## src/design/msxrng_pkg.sv

```systemverilog
// ----------------------------------------------------------------------------
// msxrng_pkg
// Types, constants and helper functions shared by the multi-stream
// xorshift32 random number generator.
// ----------------------------------------------------------------------------
`default_nettype none

package msxrng_pkg;

   // Number of generator streams (1 to 16)
   localparam int STREAMS = 8;
   localparam int IDX_W   = (STREAMS > 1) ? $clog2(STREAMS) : 1;

   localparam logic [31:0] GOLDEN_MUL = 32'h9E37_79B9;
   localparam logic [31:0] ZERO_SUB   = 32'hA341_316C;

   localparam int SHIFT_A = 13;
   localparam int SHIFT_B = 17;
   localparam int SHIFT_C = 5;

   // Operation codes
   localparam logic OP_RESEED = 1'b0;
   localparam logic OP_DRAW   = 1'b1;

   // CSR register indexes (word address)
   localparam logic CSR_BASE_SEED = 1'b0;

   typedef struct packed {
      logic       op;
      logic [3:0] stream_index;
   } req_type;

   typedef struct packed {
      logic [31:0] random_value;
      logic        bad_stream;
   } rsp_type;

   // Update request from the datapath to the state table
   typedef struct packed {
      logic             reseed;
      logic             draw_we;
      logic [IDX_W-1:0] index;
      logic [31:0]      value;
   } state_cmd_type;

   function automatic logic [31:0] nonzero(input logic [31:0] v);
      return (v != 32'd0) ? v : ZERO_SUB;
   endfunction

   // Seed mix for stream i: GOLDEN_MUL * (i + 1) mod 2^32 (elaboration time)
   function automatic logic [31:0] stream_mix(input int i);
      logic [63:0] p;
      p = 64'(GOLDEN_MUL) * 64'(i + 1);
      return p[31:0];
   endfunction

endpackage

`default_nettype wire

```

## src/design/msxrng_csr.sv

```systemverilog
// ----------------------------------------------------------------------------
// msxrng_csr
// APB register file: holds the base seed.
// ----------------------------------------------------------------------------
`default_nettype none

module msxrng_csr (
   input  wire logic        clock,
   input  wire logic        reset,
   input  wire logic        psel,
   input  wire logic        penable,
   input  wire logic        pwrite,
   input  wire logic [2:0]  paddr,
   input  wire logic [31:0] pwdata,
   output logic      [31:0] prdata,
   output logic             pready,
   output logic      [31:0] base_seed
);

   logic [31:0] seed_ff;
   logic [31:0] seed_in;
   logic        wr_en;

   assign pready = 1'b1;
   assign wr_en  = psel & penable & pwrite;

   always_comb begin
      seed_in = seed_ff;
      if (wr_en && (paddr[2] == msxrng_pkg::CSR_BASE_SEED)) begin
         seed_in = pwdata;
      end
   end

   always_ff @(posedge clock) begin
      if (reset) begin
         seed_ff <= 32'd0;
      end else begin
         seed_ff <= seed_in;
      end
   end

   always_comb begin
      unique case (paddr[2])
         msxrng_pkg::CSR_BASE_SEED: prdata = seed_ff;
         default:                   prdata = 32'd0;
      endcase
   end

   assign base_seed = seed_ff;

endmodule

`default_nettype wire

```

## src/design/msxrng_state.sv

```systemverilog
// ----------------------------------------------------------------------------
// msxrng_state
// Stream state table. A reseed loads every stream at once from the base
// seed; a draw writes back one stream.
// ----------------------------------------------------------------------------
`default_nettype none

module msxrng_state (
   input  wire logic                             clock,
   input  wire logic                             reset,
   input  wire msxrng_pkg::state_cmd_type        cmd,
   input  wire logic [31:0]                      base_seed,
   input  wire logic [msxrng_pkg::IDX_W-1:0]     rd_index,
   output logic      [31:0]                      rd_value
);

   logic [31:0] state_ff [msxrng_pkg::STREAMS];
   logic [31:0] state_in [msxrng_pkg::STREAMS];

   always_comb begin
      for (int i = 0; i < msxrng_pkg::STREAMS; i++) begin
         state_in[i] = state_ff[i];
         if (cmd.reseed) begin
            state_in[i] = msxrng_pkg::nonzero(base_seed ^ msxrng_pkg::stream_mix(i));
         end else if (cmd.draw_we && (cmd.index == msxrng_pkg::IDX_W'(i))) begin
            state_in[i] = cmd.value;
         end
      end
   end

   // reset state is the reseed with a zero base seed
   always_ff @(posedge clock) begin
      for (int i = 0; i < msxrng_pkg::STREAMS; i++) begin
         if (reset) begin
            state_ff[i] <= msxrng_pkg::nonzero(msxrng_pkg::stream_mix(i));
         end else begin
            state_ff[i] <= state_in[i];
         end
      end
   end

   always_comb begin
      rd_value = 32'd0;
      for (int i = 0; i < msxrng_pkg::STREAMS; i++) begin
         if (rd_index == msxrng_pkg::IDX_W'(i)) begin
            rd_value = state_ff[i];
         end
      end
   end

endmodule

`default_nettype wire

```

## src/design/msxrng_step.sv

```systemverilog
// ----------------------------------------------------------------------------
// msxrng_step
// One xorshift32 step (13/17/5) with zero-state substitution.
// ----------------------------------------------------------------------------
`default_nettype none

module msxrng_step (
   input  wire logic [31:0] cur_value,
   output logic      [31:0] next_value
);

   logic [31:0] s1;
   logic [31:0] s2;
   logic [31:0] s3;

   assign s1 = cur_value ^ (cur_value << msxrng_pkg::SHIFT_A);
   assign s2 = s1 ^ (s1 >> msxrng_pkg::SHIFT_B);
   assign s3 = s2 ^ (s2 << msxrng_pkg::SHIFT_C);

   assign next_value = msxrng_pkg::nonzero(s3);

endmodule

`default_nettype wire

```

## src/design/multi_stream_xorshift32_rng.sv

```systemverilog
// ----------------------------------------------------------------------------
// multi_stream_xorshift32_rng
// Table of independent xorshift32 streams with reseed and draw commands.
//
//   channel   ports                               direction  handshake
//   request   start, busy, req_data               in         start & !busy
//   result    rsp_valid, rsp_data                 out        one-cycle strobe
//   csr       psel penable pwrite paddr pwdata    in/out     APB, pready = 1
//             prdata pready
//
// One word accepted per cycle; busy stays low. A command is captured in the
// request register; the state table read, one xorshift step and write-back
// complete as the result register loads, so a draw strobes once the request
// and then the result register have loaded. Reseed updates every stream as
// the result register loads and gives no result. The receiver cannot stall.
// Synchronous reset loads the streams as if reseeded with a zero seed.
// ----------------------------------------------------------------------------
`default_nettype none

module multi_stream_xorshift32_rng (
   input  wire logic                 clock,
   input  wire logic                 reset,
   input  wire logic                 start,
   output logic                      busy,
   input  wire msxrng_pkg::req_type  req_data,
   output logic                      rsp_valid,
   output msxrng_pkg::rsp_type       rsp_data,
   input  wire logic                 psel,
   input  wire logic                 penable,
   input  wire logic                 pwrite,
   input  wire logic [2:0]           paddr,
   input  wire logic [31:0]          pwdata,
   output logic      [31:0]          prdata,
   output logic                      pready
);

   logic                      item_valid_ff;
   msxrng_pkg::req_type       item_ff;
   logic                      rsp_valid_ff;
   logic                      rsp_valid_in;
   msxrng_pkg::rsp_type       rsp_data_ff;
   msxrng_pkg::rsp_type       rsp_data_in;

   logic [31:0]               base_seed;
   logic [31:0]               cur_value;
   logic [31:0]               next_value;
   logic                      bad;
   logic                      is_draw;
   msxrng_pkg::state_cmd_type cmd;

   assign busy = 1'b0;

   msxrng_csr u_csr (
      .clock     (clock),
      .reset     (reset),
      .psel      (psel),
      .penable   (penable),
      .pwrite    (pwrite),
      .paddr     (paddr),
      .pwdata    (pwdata),
      .prdata    (prdata),
      .pready    (pready),
      .base_seed (base_seed)
   );

   always_ff @(posedge clock) begin
      if (reset) begin
         item_valid_ff <= 1'b0;
      end else begin
         item_valid_ff <= start & ~busy;
      end
      item_ff <= req_data;
   end

   assign bad     = ({1'b0, item_ff.stream_index} >= 5'(msxrng_pkg::STREAMS));
   assign is_draw = item_valid_ff && (item_ff.op == msxrng_pkg::OP_DRAW);

   assign cmd.reseed  = item_valid_ff && (item_ff.op == msxrng_pkg::OP_RESEED);
   assign cmd.draw_we = is_draw && !bad;
   assign cmd.index   = item_ff.stream_index[msxrng_pkg::IDX_W-1:0];
   assign cmd.value   = next_value;

   msxrng_state u_state (
      .clock     (clock),
      .reset     (reset),
      .cmd       (cmd),
      .base_seed (base_seed),
      .rd_index  (item_ff.stream_index[msxrng_pkg::IDX_W-1:0]),
      .rd_value  (cur_value)
   );

   msxrng_step u_step (
      .cur_value  (cur_value),
      .next_value (next_value)
   );

   always_comb begin
      rsp_valid_in             = is_draw;
      rsp_data_in.random_value = bad ? 32'd0 : next_value;
      rsp_data_in.bad_stream   = bad;
   end

   always_ff @(posedge clock) begin
      if (reset) begin
         rsp_valid_ff <= 1'b0;
      end else begin
         rsp_valid_ff <= rsp_valid_in;
      end
      rsp_data_ff <= rsp_data_in;
   end

   assign rsp_valid = rsp_valid_ff;
   assign rsp_data  = rsp_data_ff;

endmodule

`default_nettype wire
```

## config.mk

```make
export PLATFORM = sky130hd
export DESIGN_NAME = multi_stream_xorshift32_rng
export DESIGN_NICKNAME = d
export VERILOG_FILES = /design/src/design/msxrng_pkg.sv /design/src/design/msxrng_csr.sv /design/src/design/msxrng_state.sv /design/src/design/msxrng_step.sv /design/src/design/multi_stream_xorshift32_rng.sv
export SDC_FILE = /design/constraint.sdc
export NUM_CORES = 1
export LEC_CHECK = 0
export ABC_CLOCK_PERIOD_IN_PS = 3300
export BUFFER_PORTS_ARGS = -buffer_cell sky130_fd_sc_hd__buf_2
export CORE_ASPECT_RATIO = 1.2
export CORE_MARGIN = 2
export CORE_UTILIZATION = 42
export CTS_CLUSTER_DIAMETER = 60
export CTS_CLUSTER_SIZE = 20
export DETAILED_ROUTE_END_ITERATION = 16
export GPL_ROUTABILITY_DRIVEN = 0
export SYNTH_ARGS = -nofsm -noshare
export SYNTH_HDL_FRONTEND = slang
export SYNTH_SLANG_ARGS = --single-unit
export TNS_END_PERCENT = 20
```

## constraint.sdc

```tcl
create_clock -name clock -period 3.3 [get_ports clock]
set_input_delay 0.495 -clock clock [delete_from_list [all_inputs] [get_ports clock]]
set_output_delay 0.495 -clock clock [all_outputs]
set_load 0.005 [all_outputs]
```

==> impl_summary.md <==
Layout
The fraction of the core area covered by cells at the end of the flow is 0.5678. Across the whole layout, storage elements account for 0.006578 mm². Relative to the synthesized area, the layout overhead comes to 33.27%. Fill cells in the final layout number 3571.

The final cell count without fillers is about 2.9k. Summing all multi-input logic gate instances after layout gives 0.01106 mm². The fraction of layout cells with a size suffix above 1 is 0.3016.

The commonest non-fill, non-tap cell in the layout is dfxtp_1. In the layout the commonest cells are dfxtp_1 (325), buf_4 (269), nand2_1 (261). The final-stage net count is 2399. The number of antenna cells inserted is 0.

GRT
The first global-routing pass estimated 108700 µm of wire. The number of global-route vias before repair is 17.34k. The initial antenna violation count was 2. After global routing the overflow that remains totals 0. Entering global routing, the biggest net connects 78 pins. The total global-route track usage is 0.3343.

Timing
Of the available clock period, the critical path in the final layout requires 1.091. The transition time at the pin with the least slew margin is 1.161 ns. In this run the tightest slew margin relative to its limit is 0.2263. The final worst clock skew is 0.03167 ns. The hold violation count in the final report came to 0. The total setup violations reported at the end of the flow is 121. Setup repair after global routing could not meet its margin everywhere.

The number of max-slew violations in the final report is 0. Subtracting the final worst setup slack from the clock period gives around 3.6 ns. The fmax is 277.8 MHz.

The worst setup slack after layout is -0.3003 ns.

Logic synthesis
The number of standard cells after synthesis is 2079. The synthesized net count is 2125. In this run the mean area of a mapped cell was 8.370 µm². The main flop type after synthesis is dfxtp_1. Of the synthesized area, sequential elements account for 0.3774.

In this run, synthesis produced a sequential element count of 328. Synthesis instantiated 85 different standard cells from the library. The number of flops mapped to enable cells by yosys is 0. Yosys printed 0 warnings. After synthesis, the share of flip-flops with an asynchronous set or reset is 0. The netlist area before placement is 0.01740 mm².

Worst hold path
Counting instances, the worst hold path has a depth of 1. The min-delay analysis places its worst path in the category in2reg.

Detailed routing
The wire length on met2 is 34660 µm. The wire length on met1 is 27510 µm. Before antenna repair, the detailed router went through 6 iterations. The remaining design rule violation count is 0. The antenna violation net count after detailed routing is 0. The total wirelength of the detailed-routed design is 76610 µm. The highest layer touched by signal routing is met5. The number of DRC markers after the initial detailed-route iteration is 2219.

The mean routed wirelength per cell is 26.30 µm. Detailed routing placed a total of 7697 µm of wire on met3. Using the TritonRoute via totals, the vias-per-cell ratio works out to 6.374. The count of vias placed by the detailed router is 18.57k.

Worst setup path
Data on the critical path is required at its endpoint by 3.81 ns. The worst-case reg-to-reg path depth is 14. Of all nets on the critical path, the largest fanout is 13. STA classifies the critical path startpoint as a flop. The data arrival time of the critical path is 4.11 ns. The path type of the worst setup path is reg2reg. The worst setup path is captured at a flop.

Clock tree
Counting the buffers created by CTS gives 29. In this run the number of H-tree levels came out at 1. The clock reaches the later pin of the worst-skew pair after 0.61 ns. The number of buffers between clock root and the deepest sink is 3.

TritonCTS built the clock tree. The clock sink count is 328. The buffer type at the clock tree root is clkbuf_16.

The clock-pin slew of the registers on the worst-case setup and hold paths is 0.08 ns.

Die
The floorplan step defined a core boundary enclosing 0.04084 mm². The chip width is 189.8 µm. For this design the top-level I/O count stands at 114. The number of rows in the core area is 81. The effective utilization at floorplan is 0.4260. The vertical die dimension is 227.0 µm. The die outline area is 0.04308 mm².

Outcome
The checks that failed: setup timing. The flow ran to the end, but the final reports show violations.

Place
The placed wire-length estimate is 50320 µm. The count of buffers added on input and output ports is 109. In this run, placement finished with an instance count of approximately 2.8k. Before CTS, the worst setup slack after placement is -0.4396 ns.

Power and ir drop
For this design the ratio of total power to cell area is 559.2 mW/mm². Summed over all cells, the static leakage comes to slightly above 9 nW. VDD sags by at most 0.4915 mV.

Flow run
Max-cap violations in this run came to 0.
cell type report:
class	count	share of cell area
Multi-Input combinational cell	1535	0.4771
Sequential cell	328	0.2836
Inverter	17	0.002752
Clock inverter	22	0.01101
Clock buffer	30	0.03189
Tap cell	539	0.02908
Timing Repair Buffer	442	0.1646
stage by stage:
| step | power (mW) | instance area (µm²) | setup TNS, ns | hold slack [ns] |
|---|---|---|---|---|
| 2_1_floorplan | 6.506 | 17430 | 0 | 0.4273 |
| 3_3_place_gp | 8.687 | 20060 | -40.34 | 0.4372 |
| 3_5_place_dp | 8.731 | 20060 | -48.19 | 0.4470 |
| 4_1_cts | 12.46 | 21650 | -25.13 | 0.0004846 |
| 5_1_grt | 13.34 | 23190 | -37.98 | 0.01572 |
| 6_report | 12.97 | 23190 | -26.75 | 0.01650 |
worst paths after layout:
path | start | to | slack [ns]
setup / recovery | cmd[32] | u_state.state_ff[1][76] | -0.30
hold / removal | req_data[0] | cmd[32] | 0.02
setup reg to reg | cmd[32] | u_state.state_ff[1][76] | -0.30
hold reg to reg | u_state.state_ff[1][59] | u_state.state_ff[1][59] | 0.46
flip-flops by register name, indices dropped and copies added (netlist names):
name              cells
item_valid_ff         1
u_state.state_ff    256
cmd                   3
u_csr.base_seed      32
rsp_data             33
item_ff               2
rsp_valid             1
Yosys cell counts, types with 11 or more instances:
master	number	share of area
nor3_1	12	0.0035
o211ai_1	44	0.019
mux4_2	30	0.039
a21oi_1	250	0.072
and2_1	17	0.0061
mux2_2	12	0.0078
o31ai_1	78	0.034
xor2_1	25	0.013
a211oi_1	65	0.028
nor2b_1	46	0.017
dfxtp_1	328	0.38
inv_1	15	0.0032
a2111oi_0	53	0.027
o21ai_0	54	0.016
o22ai_1	27	0.0097
buf_1	11	0.0024
xnor2_1	34	0.017
clkbuf_1	142	0.031
nand2b_1	11	0.0040
nand2_1	262	0.057
o31ai_2	18	0.013
mux2i_1	49	0.028
a211o_1	11	0.0055
nor2_1	226	0.049
buf_6	12	0.0078
buf_2	24	0.0069
nand3_1	34	0.0098
timing repair:
item / CTS / global route
buffers inserted: 11 / 24
resized for setup: 65 / 183
endpoints found under the hold margin: 3 / 1
gates cloned: 5 / 18
pin swaps: 6 / 71
hold buffers: 3 / 1
setup endpoints to repair: 182 / 195
power breakdown:
part | switching, mW | total (mW) | internal (mW)
registers | 0.184 | 4.48 | 4.30
logic | 2.73 | 4.84 | 2.11
clock network | 1.84 | 3.65 | 1.81
critical path, stage by stage, from the launching register on:
cell and delay [ns]:
dfxtp_4 0.37, buf_4 0.15, buf_4 0.15, buf_12 0.15
mux2i_2 0.15, a22oi_2 0.24, o311ai_4 0.14, xor2_2 0.32
xor3_1 0.30, or4_4 0.43, and4b_1 0.31, nand4_4 0.17
buf_12 0.22, clkbuf_16 0.18, o31ai_2 0.25
layer usage:
metal / up-vias / GRT usage
met4: 2 / 0.2248
met1: 8795 / 0.3961
met3: 404 / 0.06197
met2: 1249 / 0.5543
met5: - / 0
li1: 8118 / -
cells by family after synthesis:
kind of cell    share of synthesized area
compound gates                     0.2635
xor+xnor                          0.04286
buf+inv                           0.05566
flops                              0.3774
mux                               0.07895
other cells                     0.0004316
simple gates                       0.1812
No activity file was read; power rests on OpenSTA's default activity.
